==> config.mk <==
export PLATFORM = sky130hd
export DESIGN_NAME = pgdi_merge
export DESIGN_NICKNAME = d
export VERILOG_FILES = /design/src/sv/pgdi_pkg.sv /design/src/sv/pgdi_merge.sv
export SDC_FILE = /design/constraint.sdc
export NUM_CORES = 1
export LEC_CHECK = 0
export ABC_AREA = 1
export BUFFER_PORTS_ARGS = -buffer_cell sky130_fd_sc_hd__buf_4
export CAP_MARGIN = 20
export CELL_PAD_IN_SITES_DETAIL_PLACEMENT = 0
export CELL_PAD_IN_SITES_GLOBAL_PLACEMENT = 1
export CORE_AREA = 3 3 42 44
export DETAILED_ROUTE_END_ITERATION = 7
export DIE_AREA = 0 0 45 47
export PLACE_DENSITY_LB_ADDON = 0.05
export SKIP_LAST_GASP = 1
export SYNTH_ARGS = -nofsm -noshare
export SYNTH_HDL_FRONTEND = slang
export SYNTH_SLANG_ARGS = --single-unit
==> constraint.sdc <==
create_clock -name vclk -period 3.3
set_input_delay 0.495 -clock vclk [all_inputs]
set_output_delay 0.495 -clock vclk [all_outputs]
set_load 0.005 [all_outputs]
==> src/sv/pgdi_pkg.sv <==
// ----------------------------------------------------------------------------
// pgdi_pkg
// shared sizes, genotype codes, opcodes and lane structs of the packed
// genotype decoder with mean imputation
// ----------------------------------------------------------------------------
package pgdi_pkg;

	localparam int MAX_IND   = 4096;
	localparam int LANES     = 4;
	localparam int IDX_W     = $clog2(MAX_IND);
	localparam int CNT_W     = IDX_W + 1;
	localparam int BANK_W    = $clog2(LANES);
	localparam int ROW_W     = IDX_W - BANK_W;
	localparam int ROWS      = MAX_IND / LANES;
	localparam int FRAC_BITS = 16;
	localparam int DOS_W     = FRAC_BITS + 2;
	localparam int SUM_W     = CNT_W + 1;
	localparam int NUM_W     = SUM_W + FRAC_BITS;
	localparam int DIV_CNT_W = $clog2(NUM_W + 1);
	localparam int LANE_W    = $clog2(LANES + 1);

	typedef logic [1:0] code_t;

	// genotype codes, low bit of the pair first
	localparam code_t CODE_HOM_A = 2'd0;
	localparam code_t CODE_MISS  = 2'd1;
	localparam code_t CODE_HET   = 2'd2;
	localparam code_t CODE_HOM_B = 2'd3;

	localparam logic OP_LOAD = 1'b0;
	localparam logic OP_READ = 1'b1;

	localparam logic KIND_SUMMARY = 1'b0;
	localparam logic KIND_DOSAGE  = 1'b1;

	typedef struct packed {
		logic       slot_ok;
		logic       cand;
		logic       keep;
		logic [1:0] dose;
		logic       miss;
	} lane_res_t;

	typedef struct packed {
		logic [LANE_W-1:0] n_slot;
		logic [LANE_W-1:0] n_keep;
		logic [LANE_W:0]   dose_add;
		logic [LANE_W-1:0] n_miss;
	} merge_t;

	// integer dosage of an observed code, missing gives zero
	function automatic logic [1:0] dose_of(code_t c);
		logic [1:0] d;
		case (c)
			CODE_HOM_A: d = 2'd2;
			CODE_HET:   d = 2'd1;
			default:    d = 2'd0;
		endcase
		return d;
	endfunction

endpackage

==> src/sv/pgdi_merge.sv <==
// ----------------------------------------------------------------------------
// pgdi_merge
// adds up what the lanes found in one byte
// ----------------------------------------------------------------------------
module pgdi_merge (
	input  pgdi_pkg::lane_res_t res [pgdi_pkg::LANES],
	output pgdi_pkg::merge_t    m
);

	always_comb begin
		m = '0;
		for (int j = 0; j < pgdi_pkg::LANES; j++) begin
			m.n_slot   = m.n_slot + pgdi_pkg::LANE_W'(res[j].slot_ok);
			m.n_keep   = m.n_keep + pgdi_pkg::LANE_W'(res[j].keep);
			m.dose_add = m.dose_add + (pgdi_pkg::LANE_W + 1)'(res[j].dose);
			m.n_miss   = m.n_miss + pgdi_pkg::LANE_W'(res[j].miss);
		end
	end

endmodule

# [After elaboration in Yosys (flattened, before gate mapping)]
# Index checks and enable logic that the tools add are counted.
# Widths: inputs -> output; s select.
[op_classes] n_addsub=12
[op_table] operator="$add 2x1->3" count=3
[op_table] operator="$add 3x1->3" count=3
[op_table] operator="$add 1x1->2" count=3
[op_table] operator="$add 3x2->4" count=1
[op_table] operator="$add 4x2->4" count=1
[op_table] operator="$add 2x2->3" count=1
[totals] in_bits=24 word_cells=12 out_inout_bits=13 register_bits=0

# [Depth between registers and ports, before layout]
[depth] word_depth=3 mapped_depth=6 mapped_depth_nobuf=6

# [Worst setup path after synthesis]
# No wires, ideal clock.
[synth_timing] kind="input port to output port" startpoint="input res[2] (netlist bit)" endpoint="output m[5] (netlist bit)" t_arrival_ns=2.241 setup_slack_ns=0.564 stages=6 t_required_ns=2.805 n_path_buf=0 cell_sequence="inv_1 fa_1 inv_1 fa_1 ha_1 fa_1"
[synth_lines] element="start, declared" line="pgdi_merge.sv:6" text="input pgdi_pkg::lane_res_t res [pgdi_pkg::LANES],"
[synth_lines] element="end, declared" line="pgdi_merge.sv:7" text="output pgdi_pkg::merge_t m"

==> metrics <==
initial core utilization=21.43%; Power per Cell Area=190.2 nW/µm²; die area=2115 µm²; status=finished clean; worst hold endpoint=m[7]; Final setup viols=0; Critical path origin=res[2]; Switching Share=37.78%; GP Congestion=0.6272; post-cts repair resize count=0; fill count=158; delay-heaviest family, CP=adder cells; Post-CTS Hold Buffers=0; Worst path max stage delay=0.52 ns; synthesized area=315.3 µm²; # rows=14; layout net count=109; DR vias/cell=3.857; Netlist cell types=3; drt wl/cell=7.786 µm; Peak Freq=338.7 MHz; Gate power share=100.0%; min cycle time layout=2.952 ns; HP Start=res[15]; crit path kind=in -> out; sequential area share after synthesis=0%; Avg Cell Area, Syn=9.009 µm²; setup TNS=0 ns; Lkg Pwr=0.3840 nW; Worst Setup End Kind=primary output; final worst setup slack=0.3478 ns; Final Max Tran Viols=0; via count=324; first-pass GRT wire length=1.021 mm; critical path launch point type=input pin; Yosys warning count=0; # DRC=0; leading cell type in the layout, fill and taps excluded=buf_4; commonest cells after routing, fill and taps aside=buf_4, inv_1, ha_1; Final Hold Vio Count=0; Worst Hold Class=in -> out; WP data required=2.80 ns; Power Internal=0.00006901 W; mux cell area share after synthesis=0%; FF+latch area=0 µm²; Switch Pwr=0.00004190 W; final hold slack=1.280 ns; CP dominant cell by count=fa_1; Worst Max-Slew Pin Slew=0.08866 ns; Clock buffer cells=0; Worst path depth=8; vias in the first global route=287; post-CTS setup buffer count=0; # port buffers=33; Worst Path Arrival=2.46 ns; slew margin rel.=94.07%; antenna cells=0; Die H=47 µm; Tot GR Track Use=6.051%; clock share of power=0%; Worst VDD drop=0.06291 mV; Simple-Gate Fraction of Synth Area=0%; Chip Width=45 µm; fraction of layout cells with a size suffix above 1=48.53%; Setup Slack @ Placement=0.3414 ns; Area Growth Syn to Fin=84.92%; crit-path max FO=1; Core Box Area=1471 µm²; Seq cells=0; Overflow after GRT=0; main combinational cell family by area after synthesis=adder cells; critical path's slowest cell=fa_1; Routed WL=654 µm; crit-path cells=buf_4, inv_1, fa_1, inv_1, fa_1, ha_1, fa_1, buf_4; largest net degree at the start of global routing=2; count of boundary I/O pins=37; Design Area, Final=583.1 µm²; initial antenna violation count=0; Period Utilization, post-route=89.46%; adder and majority gate portion of the synthesized area=76.19%; Placed Area=583.1 µm²; Max-cap violations=0; post-DP HPWL=669.8 µm; synthesized instance count=35; XOR/XNOR share of the synthesized area=0%; CP bufs+invs=4; First-pass DRT Iterations=1; DRT antenna net count=0; RSZ-0062 raised after global routing=false; syn_nets=74; Compound-Gate Fraction of Synth Area=0%; Starting DRT DRC Count=0; sequential share of power=0%; WHS Path Cells=3
## synth_stat cells
master  instances  area, µm²
inv_1          20      75.07
ha_1            8      100.1
fa_1            7      140.1
## layout make-up
cell class,instances,area [µm²],area share [%]
well taps,16,20.02,3.433
multi-input cells,15,240.2,41.20
repair buffers,33,247.7,42.49
inverters,20,75.07,12.88
## metal layers
layer	vias up	global-route usage (%)	share of wire, %
li1	159	-	-
met1	143	7.209	32
met2	22	11.86	49
met3	0	1.149	19
met4	0	0	0
met5	-	0	0
## worst max path at each step
stage	to	slack [ns]
floorplan	m[5]	0.56
global placement	m[5]	0.35
detailed placement	m[5]	0.34
CTS	m[5]	0.33
global route	m[5]	0.28
finish	m[5]	0.35
## stage by stage
| step | total power (W) | instances | util [%] |
|---|---|---|---|
| 2_1_floorplan | 0.00004573 | 35 | - |
| 4_1_cts | 0.0001151 | 84 | 39.63 |
| 6_report | 0.0001109 | 84 | 39.63 |
| 5_1_grt | 0.0001283 | 84 | 39.63 |
| 3_3_place_gp | 0.0001146 | 84 | 39.63 |
| 3_5_place_dp | 0.0001138 | 84 | 39.63 |
## power groups by stage
stage,clock (W),sequential [W],combinational (W)
6_report,0,0,0.000111
5_1_grt,0,0,0.000128
4_1_cts,0,0,0.000115
3_5_place_dp,0,0,0.000114
3_3_place_gp,0,0,0.000115
2_1_floorplan,0,0,0.0000457
## logic make-up after synthesis
| group | after synthesis |
|---|---|
| adders and majority gates | 15 |
| buffers and inverters | 20 |
No activity file was read; power rests on OpenSTA's default activity.
