$ cat config.mk
export PLATFORM = sky130hd
export DESIGN_NAME = pgdi_lane
export DESIGN_NICKNAME = d
export VERILOG_FILES = /design/src/sv/pgdi_pkg.sv /design/src/sv/pgdi_lane.sv
export SDC_FILE = /design/constraint.sdc
export NUM_CORES = 1
export LEC_CHECK = 0
export BUFFER_PORTS_ARGS = -buffer_cell sky130_fd_sc_hd__buf_2
export CAP_MARGIN = 25
export CELL_PAD_IN_SITES_DETAIL_PLACEMENT = 0
export CELL_PAD_IN_SITES_GLOBAL_PLACEMENT = 2
export CORE_MARGIN = 3
export CORE_UTILIZATION = 15
export DETAILED_ROUTE_END_ITERATION = 16
export PLACE_DENSITY = 0.87
export SETUP_SLACK_MARGIN = 0.1
export SLEW_MARGIN = 15
export SYNTH_ARGS = -nofsm -noshare
export SYNTH_HDL_FRONTEND = slang
export SYNTH_SLANG_ARGS = --single-unit
$ cat constraint.sdc
create_clock -name vclk -period 4.9
set_clock_uncertainty 0.1 [all_clocks]
set_input_delay 0.98 -clock vclk [all_inputs]
set_output_delay 0.98 -clock vclk [all_outputs]
set_load 0.03 [all_outputs]
$ cat src/sv/pgdi_pkg.sv
// ----------------------------------------------------------------------------
// pgdi_pkg
// shared sizes, genotype codes, opcodes and lane structs of the packed
// genotype decoder with mean imputation
// ----------------------------------------------------------------------------
package pgdi_pkg;

	localparam int MAX_IND   = 4096;
	localparam int LANES     = 4;
	localparam int IDX_W     = $clog2(MAX_IND);
	localparam int CNT_W     = IDX_W + 1;
	localparam int BANK_W    = $clog2(LANES);
	localparam int ROW_W     = IDX_W - BANK_W;
	localparam int ROWS      = MAX_IND / LANES;
	localparam int FRAC_BITS = 16;
	localparam int DOS_W     = FRAC_BITS + 2;
	localparam int SUM_W     = CNT_W + 1;
	localparam int NUM_W     = SUM_W + FRAC_BITS;
	localparam int DIV_CNT_W = $clog2(NUM_W + 1);
	localparam int LANE_W    = $clog2(LANES + 1);

	typedef logic [1:0] code_t;

	// genotype codes, low bit of the pair first
	localparam code_t CODE_HOM_A = 2'd0;
	localparam code_t CODE_MISS  = 2'd1;
	localparam code_t CODE_HET   = 2'd2;
	localparam code_t CODE_HOM_B = 2'd3;

	localparam logic OP_LOAD = 1'b0;
	localparam logic OP_READ = 1'b1;

	localparam logic KIND_SUMMARY = 1'b0;
	localparam logic KIND_DOSAGE  = 1'b1;

	typedef struct packed {
		logic       slot_ok;
		logic       cand;
		logic       keep;
		logic [1:0] dose;
		logic       miss;
	} lane_res_t;

	typedef struct packed {
		logic [LANE_W-1:0] n_slot;
		logic [LANE_W-1:0] n_keep;
		logic [LANE_W:0]   dose_add;
		logic [LANE_W-1:0] n_miss;
	} merge_t;

	// integer dosage of an observed code, missing gives zero
	function automatic logic [1:0] dose_of(code_t c);
		logic [1:0] d;
		case (c)
			CODE_HOM_A: d = 2'd2;
			CODE_HET:   d = 2'd1;
			default:    d = 2'd0;
		endcase
		return d;
	endfunction

endpackage

$ cat src/sv/pgdi_lane.sv
// ----------------------------------------------------------------------------
// pgdi_lane
// decodes one 2-bit slot: range check, include test, store room, dosage
// ----------------------------------------------------------------------------
module pgdi_lane (
	input  pgdi_pkg::code_t                code,
	input  logic                           incl,
	input  logic [pgdi_pkg::CNT_W-1:0]     slot_idx,
	input  logic [pgdi_pkg::CNT_W-1:0]     eff_total,
	input  logic [pgdi_pkg::CNT_W-1:0]     store_idx,
	output pgdi_pkg::lane_res_t            res
);

	always_comb begin
		res.slot_ok = (slot_idx < eff_total);
		res.cand    = res.slot_ok && incl;
		res.keep    = res.cand && (store_idx < pgdi_pkg::CNT_W'(pgdi_pkg::MAX_IND));
		res.dose    = res.keep ? pgdi_pkg::dose_of(code) : 2'd0;
		res.miss    = res.keep && (code == pgdi_pkg::CODE_MISS);
	end

endmodule

Word level (Yosys, flattened, before mapping):

Cells that the tools add are included.
Widths: inputs -> output; s select.

* bits in latches: 0
* ROM bits: 0
* register bits: 0
* memories: 0
* memory bits (writable): 0

* multiply operators: 0
* multiplexer cells: 2
* divide/modulo/power cells: 0
* add/subtract/negate cells: 0
* reductions and logical operators: 4
* bitwise gates (word level): 0
* $lt $le $gt $ge: 2
* equal/unequal tests: 2
* shift operators: 0

Operators by type and width (count)
* $lt 13x13->1: 1
* $lt 13x13->1 const B: 1
* $pmux 2 s2: 1
* $logic_and 1x1->1: 3
* $eq 2x1->1 const B: 1
* $eq 2x2->1 const B: 1
* $logic_not 2->1: 1
* $mux 2: 1

Logic depth before layout (Yosys ltp):

* word-level depth: 4
* gate-level depth with buffers: 6
* gate-level depth less buffers: 6

Least setup slack after synthesis:

Ideal clock, no wire load.

* path type: input-to-output
* from: input eff_total[4] (netlist bit)
* to: output res[1] (netlist bit)
* cell stages on the path: 6
* data arrival time: 3.013 ns
* path buffers: 0
* setup slack: 0.807 ns
* cells stage by stage: inv_1 -> ha_1 -> a211oi_2 -> o211ai_1 -> a221o_2 -> nor4_1

RTL lines
* from (decl): line pgdi_lane.sv:9 `input logic [pgdi_pkg::CNT_W-1:0] eff_total,`
* to (decl): line pgdi_lane.sv:11 `output pgdi_pkg::lane_res_t res`

==> flow_metrics.py <==
metrics = {
    "outcome": {
        "status": "complete, no violations",
    },
    "sta": {
        "slew_headroom_pct": 68.7,
        "setup_viol": 0,
        "hold_ws_ns": 2.16,
        "slew_viol_final": 0,
        "finalCritPeriodShare_pct": 77.3,
        "finalHoldViolations": 0,
        "worst_slew_pin_slew_ns": 0.468,
        "rsz0062_at_grt": "false",
        "period_minus_slack_ns": 3.79,
        "setup_ws_ns": 1.11,
        "max_freq_mhz": 264,
        "fin_tns_setup_ns": 0,
    },
    "die": {
        "die-area_mm2": 0.00314,
        "core_area_mm2": 0.00230,
        "rows": 17,
        "die_x_um": 56.0,
        "initial_core_util_pct": 16.3,
        "fp.dieH_um": 56.0,
        "ios": 48,
    },
    "finish": {
        "final_nets": 146,
        "nFillCells": 260,
        "multiInputGateArea_um2": 315,
        "diodes": 0,
        "final_cells": 118,
        "syn_to_final_growth_pct": 57.3,
        "drive_above_1_share_pct": 45.6,
        "nFlopsAndLatches": 0,
        "final-seq-area_um2": 0,
        "nClkBuffers": 0,
    },
    "setup_path": {
        "crit_type": "in -> out",
        "crit_family": "compound AO/OA/AOI/OAI gates",
        "max_stage_delay_ns": 0.46,
        "cp_num_buf_inv": 2,
        "worstSetupStartpointType": "primary input",
        "crit_arrival_ns": 2.71,
        "cp_max_fo": 5,
        "required_ns": 3.82,
        "crit_top_cell": "buf_2",
        "worstPathCellList": "buf_2 -> ha_1 -> a211oi_2 -> o211ai_1 -> a221o_2 -> nor4b_2 -> buf_2",
        "critPathCaptureType": "output port",
        "crit_slowest_cell": "a221o_2",
    },
    "drt": {
        "vias": 461,
        "wl_per_cell_um": 8.21,
        "routed_wl_um": 969,
        "ant_nets": 0,
        "avgViaCountPerCell": 3.91,
        "drtIter0Drc": 14,
        "drtPass1Iterations": 2,
        "drc": 0,
    },
    "flow_run": {
        "drv_cap": 0,
    },
    "yosys": {
        "synthesis.area_um2": 375,
        "yosysWarnings": 0,
        "netlist.area_leader.share_pct": 40.0,
        "yosysUniqueCellTypes": 16,
        "synth_area_leaders": "ha_1 (40%), inv_1 (16%), a21oi_1 (6.7%)",
        "synthCells": 54,
        "synth_area_leader_cell": "ha_1",
        "syn_area_per_cell_um2": 6.95,
        "yosysMostFrequentCell": "inv_1",
        "synthTopCellsByCount": "inv_1 (16), ha_1 (12), nand2_1 (6)",
        "ys_seq_area_share_pct": 0,
        "syn-num-nets": 108,
    },
    "place": {
        "dp_slack_ns": 1.08,
        "port_buffers": 36,
        "hpwl_um": 968,
        "dp.cells": 118,
        "gp_congestion": 0.698,
    },
    "min_path": {
        "hp-class": "in -> out",
    },
    "grt": {
        "grt_pass1_vias": 469,
        "grt_max_degree": 6,
        "grt_antenna_before_repair": 0,
        "grt_pass1_wl_mm": 1.74,
        "gr-total-overflow": 0,
        "grt_usage_pct": 6.14,
    },
    "cts": {
        "cts_setup_buffers": 0,
        "post_cts_resized": 0,
        "cts_hold_buf": 0,
    },
    "power": {
        "ir_drop_mv": 0.0298,
        "p_per_area_mw_per_mm2": 82.1,
        "p_leak_nw": 0.375,
    },
}
[path summary, 6_finish.rpt]
kind | start | endpoint | cells past startpoint
setup / recovery | slot_idx[4] | res[0] | 7
hold / removal | code[0] | res[2] | 3
[area by class of cell]
class              instances  share of cell area [%]
inverters                 16                    10.2
well taps                 28                    5.93
repair buffers            36                    30.5
multi-input cells         38                    53.4
[worst min-delay path: cells and delay by family]
family / cells / cell delay, ns
buf+inv: 2 / 0.26
simple gates: 1 / 0.04
[cells in the final DEF, fill, tap and decap left out]
cell type	instances
and2b_2	1
ha_1	12
nor4b_2	1
buf_2	36
or2b_2	1
nor4_1	2
a2111oi_1	1
a211oi_2	1
o211ai_1	1
a21oi_1	5
a221o_2	1
inv_1	16
nor2_1	1
o21ai_0	3
nand4_1	1
nand2_1	6
and3_1	1
[per-stage QoR]
stage | total power [mW] | util [%] | area [um^2]
3_5_place_dp | 0.0493 | 25.7 | 591
6_report | 0.0485 | 25.7 | 591
2_1_floorplan | 0.0293 | - | 375
5_1_grt | 0.0561 | 25.7 | 591
3_3_place_gp | 0.0481 | 25.7 | 591
4_1_cts | 0.0496 | 25.7 | 591
[kinds of logic after synthesis]
logic type | synth area share, %
adder cells (fa/ha/maj) | 40.0
buffers and inverters | 16.0
AND/OR/NAND/NOR | 22.3
AO/OA/AOI/OAI | 21.7
[power breakdown]
group	internal (mW)	switching, mW
combinational	0.0228	0.0257
sequential	0	0
clock	0	0
[layer usage]
| layer | global-route usage [%] | wire (um) | vias up |
|---|---|---|---|
| li1 | - | - | 258 |
| met1 | 8.57 | 446 | 181 |
| met2 | 11.2 | 454 | 22 |
| met3 | 0 | 68 | 0 |
| met4 | 0 | 0 | 0 |
| met5 | 0 | 0 | - |
(Power assumes the default switching activity.)
