`src/sv/pgdi_pkg.sv`:
```
// ----------------------------------------------------------------------------
// pgdi_pkg
// shared sizes, genotype codes, opcodes and lane structs of the packed
// genotype decoder with mean imputation
// ----------------------------------------------------------------------------
package pgdi_pkg;

	localparam int MAX_IND   = 4096;
	localparam int LANES     = 4;
	localparam int IDX_W     = $clog2(MAX_IND);
	localparam int CNT_W     = IDX_W + 1;
	localparam int BANK_W    = $clog2(LANES);
	localparam int ROW_W     = IDX_W - BANK_W;
	localparam int ROWS      = MAX_IND / LANES;
	localparam int FRAC_BITS = 16;
	localparam int DOS_W     = FRAC_BITS + 2;
	localparam int SUM_W     = CNT_W + 1;
	localparam int NUM_W     = SUM_W + FRAC_BITS;
	localparam int DIV_CNT_W = $clog2(NUM_W + 1);
	localparam int LANE_W    = $clog2(LANES + 1);

	typedef logic [1:0] code_t;

	// genotype codes, low bit of the pair first
	localparam code_t CODE_HOM_A = 2'd0;
	localparam code_t CODE_MISS  = 2'd1;
	localparam code_t CODE_HET   = 2'd2;
	localparam code_t CODE_HOM_B = 2'd3;

	localparam logic OP_LOAD = 1'b0;
	localparam logic OP_READ = 1'b1;

	localparam logic KIND_SUMMARY = 1'b0;
	localparam logic KIND_DOSAGE  = 1'b1;

	typedef struct packed {
		logic       slot_ok;
		logic       cand;
		logic       keep;
		logic [1:0] dose;
		logic       miss;
	} lane_res_t;

	typedef struct packed {
		logic [LANE_W-1:0] n_slot;
		logic [LANE_W-1:0] n_keep;
		logic [LANE_W:0]   dose_add;
		logic [LANE_W-1:0] n_miss;
	} merge_t;

	// integer dosage of an observed code, missing gives zero
	function automatic logic [1:0] dose_of(code_t c);
		logic [1:0] d;
		case (c)
			CODE_HOM_A: d = 2'd2;
			CODE_HET:   d = 2'd1;
			default:    d = 2'd0;
		endcase
		return d;
	endfunction

endpackage

```
`src/sv/pgdi_div.sv`:
```
// ----------------------------------------------------------------------------
// pgdi_div
// restoring divider, one quotient bit per cycle, result held until restart
// ----------------------------------------------------------------------------
module pgdi_div (
	input  logic                            clk,
	input  logic                            arst_n,
	input  logic                            start,
	input  logic [pgdi_pkg::NUM_W-1:0]      num,
	input  logic [pgdi_pkg::CNT_W-1:0]      den,
	output logic                            done,
	output logic [pgdi_pkg::DOS_W-1:0]      quo
);

	logic                           busy_q;
	logic                           done_q;
	logic [pgdi_pkg::DIV_CNT_W-1:0] cnt_q;
	logic [pgdi_pkg::NUM_W-1:0]     num_q;
	logic [pgdi_pkg::CNT_W-1:0]     rem_q;
	logic [pgdi_pkg::CNT_W-1:0]     den_q;
	logic [pgdi_pkg::CNT_W:0]       rem_sh;
	logic                           ge;
	logic [pgdi_pkg::CNT_W:0]       rem_nx;

	always_comb begin
		rem_sh = {rem_q, num_q[pgdi_pkg::NUM_W-1]};
		ge     = (rem_sh >= {1'b0, den_q});
		rem_nx = ge ? (rem_sh - {1'b0, den_q}) : rem_sh;
	end

	always_ff @(posedge clk or negedge arst_n) begin
		if (!arst_n) begin
			busy_q <= 1'b0;
			done_q <= 1'b0;
			cnt_q  <= '0;
		end else if (start) begin
			busy_q <= 1'b1;
			done_q <= 1'b0;
			cnt_q  <= pgdi_pkg::DIV_CNT_W'(pgdi_pkg::NUM_W);
		end else if (busy_q) begin
			cnt_q <= cnt_q - pgdi_pkg::DIV_CNT_W'(1);
			if (cnt_q == pgdi_pkg::DIV_CNT_W'(1)) begin
				busy_q <= 1'b0;
				done_q <= 1'b1;
			end
		end
	end

	always_ff @(posedge clk) begin
		if (start) begin
			num_q <= num;
			den_q <= den;
			rem_q <= '0;
		end else if (busy_q) begin
			num_q <= {num_q[pgdi_pkg::NUM_W-2:0], ge};
			rem_q <= rem_nx[pgdi_pkg::CNT_W-1:0];
		end
	end

	assign done = done_q;
	assign quo  = num_q[pgdi_pkg::DOS_W-1:0];

endmodule

```
`config.mk`:
```
export PLATFORM = sky130hd
export DESIGN_NAME = pgdi_div
export DESIGN_NICKNAME = d
export VERILOG_FILES = /design/src/sv/pgdi_pkg.sv /design/src/sv/pgdi_div.sv
export SDC_FILE = /design/constraint.sdc
export NUM_CORES = 1
export LEC_CHECK = 0
export ABC_AREA = 1
export BUFFER_PORTS_ARGS = -buffer_cell sky130_fd_sc_hd__buf_2
export CAP_MARGIN = 20
export CORE_ASPECT_RATIO = 1.5
export CORE_MARGIN = 1
export CORE_UTILIZATION = 35
export DETAILED_ROUTE_END_ITERATION = 8
export PLACE_DENSITY = 0.64
export SLEW_MARGIN = 20
export SYNTH_ARGS = -nofsm -noshare
export SYNTH_HDL_FRONTEND = slang
export SYNTH_SLANG_ARGS = --single-unit
```
`constraint.sdc`:
```
create_clock -name clk -period 5 [get_ports clk]
set_clock_uncertainty 0.05 [all_clocks]
set_input_delay 1 -clock clk [delete_from_list [all_inputs] [get_ports clk]]
set_output_delay 1 -clock clk [all_outputs]
set_load 0.02 [all_outputs]
```
# ---- After elaboration in Yosys (flattened, before gate mapping)
# Index checks and enable logic that the tools add are counted.
dict set report totals {
  register_bits 63
  in_bits 46
  output_inout_bits 19
  elab_cells 24
}
dict set report op_classes {
  addsub 2
  magnitude_cmp 1
  eq_ne 1
  n_mux 11
  n_reduce_logical 3
}
# operator n
set ops {}
lappend ops {{2-to-1 mux 30 bit} 2}
lappend ops {{greater-or-equal comparator 14 x 13 -> 1 bit} 1}
lappend ops {{2-to-1 mux 13 bit} 1}
lappend ops {{subtractor 13 bit} 1}
lappend ops {{2-to-1 mux 5 bit} 2}
lappend ops {{2-to-1 mux 1 bit} 6}
lappend ops {{== test 5 x 1 -> 1 bit (second input constant)} 1}
lappend ops {{subtractor 5 x 1 -> 5 bit (second input constant)} 1}
lappend ops {{nonzero test 2 bit} 2}
lappend ops {{AND reduction 2 bit} 1}

# ---- Longest topological paths before layout
# Gate-level depths: netlist of run 1.
dict set report depth {
  word_depth 4
  ltp_mapped 14
}

# ---- Worst setup path after synthesis of run 1
# No wires, ideal clock.
dict set report synth_path {
  kind {input -> register}
  from {in start}
  to {reg num_q[0] in the netlist's numbering, enable pin}
  setup_ns 0.388
  t_arrival_ns 1.989
  required_ns 4.562
  slack_ns 2.573
  cell_stages 3
  path_buffers 1
  cell_sequence {clkbuf_1 -> nor2_1 -> inv_1}
}
dict set report synth_between {
  elab_chain_len 1
}
# item line
set synth_lines {}
lappend synth_lines {{start, declared} pgdi_div.sv:8} ;# input logic start,
lappend synth_lines {{nonzero test 2 bit (no source line)} --}
lappend synth_lines {{end signal, assigned} pgdi_div.sv:51} ;# num_q <= num;
lappend synth_lines {{end signal, assigned} pgdi_div.sv:55} ;# num_q <= {num_q[pgdi_pkg::NUM_W-2:0], ge};
lappend synth_lines {{end, declared} pgdi_div.sv:18} ;# logic [pgdi_pkg::NUM_W-1:0] num_q;
# No other way between the ends.
# A chain may end at the register's enable or synchronous reset.

# ---- Final worst setup path of run 1
dict set report layout_path {
  from {reg num_q[29] in the netlist's numbering}
  to {reg num_q[0] in the netlist's numbering (data pin)}
}
dict set report layout_between {
  elab_chain_len 3
}
# item line
set layout_lines {}
lappend layout_lines {{greater-or-equal comparator 14 x 13 -> 1 bit} pgdi_div.sv:27} ;# ge = (rem_sh >= {1'b0, den_q});
lappend layout_lines {{2-to-1 mux 30 bit} pgdi_div.sv:54} ;# end else if (busy_q) begin
lappend layout_lines {{2-to-1 mux 30 bit} pgdi_div.sv:50} ;# if (start) begin
# No other way between the ends. The select of a mux whose other input is x is not followed.

==> results of run 1 <==
==> final timing paths <==
path	start	end	slack (ps)	cells after the start
hold / removal	rem_q[1]$_SDFFE_PP0P_	rem_q[1]$_SDFFE_PP0P_	420	2
min in group asynchronous	arst_n	cnt_q[4]$_DFFE_PN0P_	450	1
max in group asynchronous	arst_n	cnt_q[2]$_DFFE_PN0P_	4290	1
hold reg to reg	rem_q[1]$_SDFFE_PP0P_	rem_q[1]$_SDFFE_PP0P_	420	2
setup / recovery	num_q[29]$_DFFE_PP_	num_q[0]$_DFFE_PP_	2510	12
setup reg to reg	num_q[29]$_DFFE_PP_	num_q[0]$_DFFE_PP_	2510	12
==> area by class of cell <==
class | instances | area (um^2) | share of cell area
Timing Repair Buffer | 67 | 342.8 | 0.07933
Multi-Input combinational cell | 294 | 1501 | 0.3474
Clock buffer | 12 | 246.5 | 0.05704
Sequential cell | 63 | 1727 | 0.3995
Inverter | 69 | 259.0 | 0.05993
Clock inverter | 4 | 68.82 | 0.01592
Tap cell | 141 | 176.4 | 0.04082
==> critical path, stage by stage (launching register included) <==
cell	delay, ps
edfxtp_1	350
inv_1	100
ha_1	140
inv_1	80
fa_1	460
nand2_1	100
nand2_1	50
nand3_1	70
nand2_1	100
nand2_2	260
nand3_4	260
nand2_1	140
nand2_1	70
==> per-layer routing <==
layer  up-vias  routed length, um  GRT usage
met5         -                  0          0
met4         0                250    0.08235
met3        17                381    0.03863
met2        87               3996     0.2759
met1      1342               3168     0.1736
li1       1533                  -          -
==> sequential cells by signal, indices dropped and copies added, names as in the netlist <==
name	count
num_q	30
rem_q	13
done	1
cnt_q	5
busy_q	1
den_q	13
==> where the power goes <==
part           total, mW  switching [mW]  internal [mW]
combinational      0.801           0.512          0.289
clock              0.664           0.216          0.447
sequential         0.704          0.0550          0.649
total               2.17           0.784           1.38
==> per-stage QoR <==
step           utilization  setup slack [ps]  instances
3_5_place_dp        0.3931              2371        634
6_report            0.4241              2511        650
2_1_floorplan            -              2573        458
3_3_place_gp        0.3931              2423        634
5_1_grt             0.4241              2344        650
4_1_cts             0.4241              2514        650
==> cell usage after synthesis <==
master and count:
a21o_1 1, o21ai_1 2, o21ai_2 1, buf_4 18
nand3_4 1, nand3_1 26, fa_1 1, nand4_1 17
buf_12 1, clkinv_1 1, dfxtp_1 13, xor2_1 2
a22o_1 1, o21ai_0 6, nor2_4 2, buf_2 5
inv_2 5, xnor2_1 3, a22oi_1 1, nor2_2 2
ha_1 15, nand4_2 1, nand3_2 6, dfrtp_1 7
a21oi_4 1, nor2_1 13, clkbuf_1 8, nand2_1 177
edfxtp_1 43, nor4_1 2, inv_1 63, nand2_2 7
a21oi_1 6
==> kinds of logic after synthesis <==
family          after synthesis
simple gates                254
buf+inv                     101
flops                        63
compound gates               19
fa+ha+maj                    16
xor+xnor                      5
==> results.txt, run 1 <==
The flow ran to the end, and the final reports show no timing, DRC or antenna violations. The multiplexer share of the synthesized area was 0; the pin count of the biggest net entering global routing was 45. The number of buffers added on ports was 64; the post-placement cell area was 4006 um^2. The post-synthesis share of cell area spent on full adders, half adders and majority gates was 0.05618; the sequential-to-total area share from yosys stat was 0.4670.

The main combinational cell family by area after synthesis was simple AND/OR/NAND/NOR gates. After detailed routing, the number of remaining DRC violations is 0. Yosys printed 0 warnings. In this run the standard cell core region covers 10190 um^2.

The post-synthesis compound-gate area fraction is 0.03215. For the worst setup path, the data arrival time is 2520 ps. The number of antenna diodes in the final layout is 0. The number of nets handed over by synthesis was 520. VDD sags by at most 0.2651 mV.

The top cell types in the final layout, fill and taps aside, are nand2_1 (177), buf_2 (64), inv_1 (63). The die covers 10990 um^2. The number of optimization iterations in the first detailed-route pass is 4.

The tree built by TritonCTS fans out to 63 sinks. Total global routing track utilization: 0.1573. The library cell used most frequently in the layout, excluding fill and tap cells, is nand2_1.

The buffer depth of the longest clock path was 2. The run gives 156 as the number of design-rule violations left by the first detailed-router iteration. The number of instances in the synthesized netlist was 458. For this design the top-level I/O count stands at 65.

On the final layout, the worst hold slack is 424.0 ps. The area of all placed cells without fillers was 4322 um^2; the sum of negative setup slack was 0 ps. The top cell type's share of synthesized area works out to 0.3492. By area the synthesized netlist is led by edfxtp_1 (35%), nand2_1 (18%), dfxtp_1 (7.0%). The number of buffers inserted by hold repair at cts was 0; the post-detailed-routing wire length was 7.796 mm. Max-cap violations in this run came to 0. The normalized max-slew margin was 0.3872.

Transition at the pin with the smallest max-transition slack: 915.9 ps. After the last flow step, the layout net total stands at 566. Averaged over all synthesized cells, the footprint is 8.073 um^2. The startpoint-to-endpoint class of the critical path is reg -> reg. The tree is rooted in a clkbuf_16. The tools report the number of global-route vias before repair as 3079.

The global-route wire length before repair came out at 13.57 mm. The final critical-path share of the clock period was 0.4977; the deepest level of the CTS H-tree was 3. Post-cts resize count: 0.

The total count of hold-check failures in the final report was 0; the die height was 127.9 um. The wire-length estimate of the detail-placed layout is 5.924 mm. For this design the ratio of total power to cell area is 501.8 nW/um^2.

The final number of max-transition violations was 0. TritonCTS built the clock tree. The area fraction in and, or, nand and nor cells after synthesis was 0.3059.

The standby leakage power came out at 2.230 nW. The smallest clock period supported by the final layout is computed as 2489 ps. Counting the fill cells in the layout gives 1035. The worst setup path is launched from a flip-flop. Along the worst path, the maximum fanout reaches 15.

The cell type with the largest total area after synthesis was edfxtp_1. Across all layers, the routed design uses 2979 vias. STA puts the critical path data required time at 5030 ps.

The initial core utilization is 0.3628, and the routed length per placed instance is 11.99 um. The number of antenna violations at the first check in global routing was 0. The floorplan has 45 rows. The tools report the upper clock frequency limit as 0.4018 GHz. Type of the tightest min-delay check: reg -> reg. The total power draw is 2.168 mW. For the number of failing setup endpoints in the final timing report, the log shows 0. Xor/xnor share of the synthesized area: 0.01184. The clock reaches the later pin of the worst-skew pair after 330 ps. The share of final-layout standard cells stronger than drive strength 1 is 0.2083. The logs give 9 for the total CTS buffers and 0 for the total global routing overflow. The area growth from synthesis to layout was 16.89%; the count of distinct cell types in the synthesized netlist was 33.

For the global placer's final weighted congestion, the log shows 0.8289. The mapped netlist covers 3697 um^2. The run gives 0 as the post-CTS setup-driven buffer insertion count.

Type of destination of the critical path: a flip-flop. After clock tree synthesis, the clock-pin slew on the worst setup and hold paths is 50 ps. The routed via count divided by cell count was 4.583; the count of antenna-violating nets left after detailed routing was 0. Setup repair after global routing left no endpoint under its margin.

After synthesis the netlist holds a flip-flop and latch count of 63. In this run the horizontal extent of the chip is 85.92 um.
Note: power is estimated with default switching activity, not from simulation.
==> run 2, diff against run 1 <==
Settings changed: PLACE_DENSITY 0.64 to 0.66.
Clock period 5 ns to 2.12 ns, I/O delays scaled along.
==> run 2 against run 1 <==
  * Sequential share of layout area decreased by 1.7 points
  * Sequential power is 140% higher
  * Setup slack worse by 2400 ps
  * Hold slack got worse by 210 ps
  * Non-clock buffer count up 13
  * Highest routed layer unchanged
  * Clock power grew 140%
  * Final cell count rose by 2.2%
==> results.txt, run 2 (synthesized netlist as in run 1, its figures left out) <==
The worst path needs 2021 ps of the cycle, external delays included. The worst hold slack across all endpoints was 218.5 ps; the floorplan die area was 10990 um^2. The tools report the number of antenna violations at the first check in global routing as 0. The number of flip-flops under the largest register name works out to 30.

By startpoint and endpoint, the worst setup path is classified as reg -> reg. The global-route wire length before repair is 13.32 mm. In the post-route analysis, the smallest setup slack over all paths is 99.22 ps.

Detailed routing inserted a total of 3031 vias. The final antenna diode count was 0; the final number of max-transition violations was 0. The sequential power share was 0.312; the net switching component of the power was 1.939 mW.

Number of ports placed on the die boundary: 65. In this run the worst path has a maximum fanout of 3. The tools report the normalized max-slew margin as 0.7276.

After detailed routing, the number of remaining DRC violations is 0. Port buffering added 64 buffers. The slowest stage of the critical path belongs to the cell edfxtp_1. STA classifies the critical path endpoint as a flip-flop. The routed length per placed instance is 12.16 um, and the sum of negative setup slack is 0 ps. num_q holds more flip-flops than any other register. The area growth from synthesis to layout is 22.06%. The peak supply drop is 0.5555 mV, and the number of design-rule violations left by the first detailed-router iteration is 166. The worst setup path is launched from a flip-flop. TritonCTS built the clock tree. For the number of optimization iterations in the first detailed-route pass, the log shows 4. In this run the cell area measured after placement is 4091 um^2.

The routed via count divided by cell count is 4.565, and the initial core utilization is 0.3628. In the layout the commonest cells are nand2_1 (176), buf_2 (64), inv_1 (61). The clock tree synthesis step divided the H-tree into 3 levels.

Share of final-layout standard cells stronger than drive strength 1: 0.2428. The root buffer cell was clkbuf_16. With fillers left out, the area of the finished cells amounts to 4513 um^2. For the placed wire-length estimate after detailed placement, the log shows 5.873 mm.

The pin count of the biggest net entering global routing came out at 35. Walking the worst path, the cells encountered are inv_2 > ha_1 > inv_2 > fa_2 > buf_4 > nand3_1 > nand3_1 > nand3_2 > nand3_1 > nand2_1 > nand3_2 > nand3_1 > nand2_1. At the end of routability-driven placement, the weighted congestion stood at 0.8932. For this run, the top clock speed supported by timing is 0.4949 GHz. Setup repair after global routing left no endpoint under its margin. Power spread over the standard cell area amounts to 1180 nW/um^2.

For the worst setup path, the data arrival time is 2190 ps. The run gives 0 as the count of maximum capacitance violations. The combinational share of power was 0.392.

The cell type with the highest occurrence count on the critical path was nand3_1. The standby leakage power was 2.336 nW; the horizontal die dimension was 85.92 um. The startpoint identified for the worst register-to-register timing path is num_q[29]$_DFFE_PP_.

The switching part of the total is 0.3640. The worst hold path startpoint is den[8]. The clock transition at the registers of the reported paths works out to 60 ps. The final layout contains routed wiring with a total length of 8.074 mm. Counting along the longest clock path gives a buffer depth of 2. The flow ran to the end, and the final reports show no timing, DRC or antenna violations. Measured along the y axis, the die boundary spans 127.9 um. The run gives 0 as the total count of hold-check failures in the final report. The floorplan has 45 rows. Total global routing track utilization: 0.1557.

The min-delay analysis places its worst path in the category in -> reg. The final critical-path share of the clock period is 0.9532, and the cell-internal power is 3.388 mW. In this run the standard cell core region covers 10190 um^2. Before CTS, the worst setup slack after placement is 26.99 ps. The number of global-route vias before repair is 3129, and the delay of the slowest cell on the worst path is 370 ps. The detail route stage leaves a number of antenna-violating nets equal to 0.

The run gives 0.296 as the clock group share of total power. At the worst endpoint, the required time is 2290 ps. The largest registers in the layout are num_q x30, den_q x13, rem_q x13. The total global routing overflow came out at 0. The library cell used most frequently in the layout, excluding fill and tap cells, is nand2_1.

The clock reaches the later pin of the worst-skew pair after 330 ps. The launch point of the worst path was num_q[29]$_DFFE_PP_. The logs give 975 for the fill cell instance count of the final layout and 580 for the net count of the finished layout. The number of failing setup endpoints in the final timing report is 0. The total power draw is 5.326 mW.

For this design, the sink count on the clock tree is 63. The number of clock buffers added by TritonCTS is 9. The transition at the pin with the smallest max-transition slack was 404.9 ps.
-- run 2: worst paths after layout --
path | to | slack (ps) | cells past startpoint
max in group asynchronous | busy_q$_DFF_PN0_ | 1420 | 2
min reg2reg | rem_q[12]$_SDFFE_PP0P_ | 430 | 2
max | rem_q[12]$_SDFFE_PP0P_ | 100 | 13
max reg2reg | rem_q[12]$_SDFFE_PP0P_ | 100 | 13
min in group asynchronous | cnt_q[0]$_DFFE_PN0P_ | 440 | 2
min | den_q[8]$_DFFE_PP_ | 220 | 1
-- run 2: routing by layer --
| layer | global-route usage | part of all wire | vias up | wire length, um |
|---|---|---|---|---|
| met5 | 0 | 0 | - | 0 |
| met4 | 0.09118 | 0.037 | 0 | 296 |
| met1 | 0.1602 | 0.41 | 1365 | 3281 |
| met2 | 0.2862 | 0.52 | 80 | 4173 |
| met3 | 0.03220 | 0.040 | 23 | 323 |
| li1 | - | - | 1563 | - |
-- run 2: stage by stage --
step                cells  utilization
finish                664       0.4428
global route          664       0.4428
CTS                   659       0.4341
detailed placement    642       0.4015
global placement      642       0.4015
floorplan             458            -
-- run 2: repair_timing --
item	4_1_cts	5_1_grt
resized for setup	0	10
setup buffers	0	3
hold endpoints to repair	7	0
endpoints found under the setup margin	0	14
hold buffers	1	0
-- run 2: worst max-delay path, delay by kind of cell (launching register included) --
family | cells | cell delay [ps]
AND/OR/NAND/NOR | 8 | 720
buffers and inverters | 3 | 270
adder cells (fa/ha/maj) | 2 | 490
flip-flops | 1 | 370
-- run 2: area by class of cell --
type                    count  area, um^2  area share
repair buffers             80       496.7      0.1101
clock inverters             6       83.83     0.01857
multi-input cells         295        1531      0.3393
flip-flops and latches     63        1727      0.3826
clock buffers              10       239.0     0.05295
inverters                  69       259.0     0.05739
well taps                 141       176.4     0.03909
-- run 2: power groups by stage --
stage          clock, mW  combinational, mW  sequential (mW)
2_1_floorplan          0               1.63             1.64
3_3_place_gp           0               1.91             1.68
3_5_place_dp           0               1.95             1.68
4_1_cts             1.61               1.97             1.66
5_1_grt             1.65               2.36             1.68
6_report            1.58               2.09             1.66
==> run 3, diff against run 2 <==
Settings changed: PLACE_DENSITY 0.66 to not set, PLACE_DENSITY_LB_ADDON set to 0.15.
==> run 3 against run 2 <==
  * Combinational power about the same
  * Highest routed layer unchanged
  * Utilization grew 0.28 points
  * Global-route usage rose by 1.1 points
  * Sequential share of layout area down 0.24 points
  * Non-clock buffer count increased by 2
  * Critical path depth grew 1
  * Final cell count grew 0.30%
  * Hold slack worse by 5.3 ps
  * Design area up 0.64%
  * Critical path type unchanged
==> results.txt, run 3 (synthesized netlist as in run 1, its figures left out) <==
The standby leakage power came out at 2.353 nW. Along the worst path, the maximum fanout reaches 6. The total global routing track utilization came out at 0.1669.

Root buffer cell: clkbuf_16. For the worst setup path, the data required time is 2340 ps. The count of maximum capacitance violations was 0; the transition at the pin with the smallest max-transition slack was 421.2 ps. TritonCTS built the clock tree.

For the global placer's final weighted congestion, the log shows 0.8451. The die covers 10990 um^2. For the number of antenna violations at the first check in global routing, the log shows 0.

Worst hold slack across all endpoints: 213.2 ps. The area growth from synthesis to layout is 22.84%. For the number of global-route vias before repair, the log shows 3110. The run finished with clean final reports. The number of flip-flops under the largest register name is 30. The final core utilization is 0.4457, and the post-detailed-routing wire length is 8.399 mm. OpenSTA, run right after detailed placement, puts the worst setup slack at 24.81 ps. Number of optimization iterations in the first detailed-route pass: 4. Once detail routing completed, the nets flagged for antenna violations numbered 0. Type of the tightest min-delay check: in -> reg. The buffer depth of the longest clock path came out at 2. Static timing analysis puts the maximum clock frequency at 0.5083 GHz.

Counting every sink on the clock net gives 63. The final number of max-transition violations is 0, and the sum of negative setup slack is 0 ps. The floorplan has 45 rows. The tools report the final antenna diode count as 0. Final critical-path share of the clock period: 0.9280. The routed length per placed instance was 12.61 um; the number of buffers added on ports was 64. Most common cell after layout, fill and taps aside: nand2_1.

For flop-to-flop paths, the worst setup slack is 150 ps. Total count of hold-check failures in the final report: 0. Subtracting the final worst setup slack from the clock period gives 1967 ps.

The worst setup path is launched from a flip-flop. Buffers inserted during clock tree synthesis total 9. Setup repair after global routing left no endpoint under its margin. num_q holds more flip-flops than any other register.

Total power per unit cell area: 1182 nW/um^2. The first routing iteration left 104 violations. The worst setup path is captured at a flip-flop. In this run the horizontal extent of the chip is 85.92 um.

The filler cells instantiated in the layout total 1043. The peak supply drop is 0.4780 mV, and the core outline area is 10190 um^2. Using the TritonRoute via totals, the vias-per-cell ratio works out to 4.551. The normalized max-slew margin was 0.7166; the deepest level of the CTS H-tree was 3. The largest registers in the layout are num_q x30, den_q x13, rem_q x13. From bottom edge to top edge, the die measures 127.9 um. Setup violations remaining at the end of the flow were counted as 0. Leaving out fill and tap cells, the most frequent cells in the layout are nand2_1 (176), buf_2 (64), inv_1 (63). The share of final-layout standard cells stronger than drive strength 1 was 0.2438. The critical path is of the reg -> reg type. Summing internal, switching and leakage power gives 5.367 mW. The clock reaches the later pin of the worst-skew pair after 330 ps. The run gives 65 as the number of ports placed on the die boundary. In the post-route analysis, the smallest setup slack over all paths is 152.7 ps. Summed over all nets, the half-perimeter wirelength after detailed placement is 6.090 mm. In the routed design, unresolved DRC markers number 0. The clock transition at the registers of the reported paths is 60 ps. The total via count in the routed design is 3031. The net count of the finished layout was 582.

The global-route wire length before repair is 14.10 mm, and the initial core utilization is 0.3628. Entering global routing, the biggest net connects 35 pins. The total global routing overflow is 0, and the data arrival at the endpoint of the critical path is 2190 ps.
run 3: stage by stage:
stage	area, um^2	std cells
after CTS	4453	661
after detailed placement	4106	644
final	4542	666
after global placement	4106	644
after global routing	4542	666
after floorplan	3697	458
run 3: per-layer routing:
layer	vias to the layer above	global-route usage	wire length, um
li1	1561	-	-
met1	1372	0.1945	3479
met2	81	0.2787	4256
met3	17	0.05023	483
met4	0	0.07843	180
met5	-	0	0
run 3: area by class of cell:
| class | count | area (um^2) | share of cell area |
|---|---|---|---|
| sequential | 63 | 1727 | 0.3802 |
| multi-input combinational | 295 | 1531 | 0.3372 |
| timing repair buffer | 82 | 511.7 | 0.1127 |
| clock buffer | 11 | 275.3 | 0.06061 |
| inverter | 69 | 259.0 | 0.05702 |
| tap | 141 | 176.4 | 0.03884 |
| clock inverter | 5 | 61.31 | 0.01350 |
run 3: worst paths after layout:
path,endpoint,start,cells after the start
setup / recovery,rem_q[12]$_SDFFE_PP0P_,num_q[29]$_DFFE_PP_,14
hold / removal,den_q[9]$_DFFE_PP_,den[9],1
setup reg to reg,rem_q[12]$_SDFFE_PP0P_,num_q[29]$_DFFE_PP_,14
hold reg to reg,rem_q[5]$_SDFFE_PP0P_,rem_q[5]$_SDFFE_PP0P_,2
max in group asynchronous,cnt_q[0]$_DFFE_PN0P_,arst_n,2
min in group asynchronous,cnt_q[3]$_DFFE_PN0P_,arst_n,2
run 3: timing repair:
action                                 in CTS  in global routing
gates resized for setup                     0                  8
hold buffers                                1                  0
endpoints found under the hold margin       7                  0
setup endpoints to repair                   0                 14
setup buffers                               0                  3
run 3: critical path, stage by stage (launching register included):
cell      delay (ps)
edfxtp_1         350
inv_1             80
ha_1             140
inv_1             60
fa_2             340
nand2_1           70
nand2_1           50
nand3_1           80
nand2_2           80
nand2_4          130
nand3_4          130
buf_6            170
nand3_2           50
nand3_1           60
nand2_1           70
run 3: power by group:
part,internal (mW),switching (mW)
registers,1.53,0.129
clock network,1.05,0.565
logic,0.807,1.28
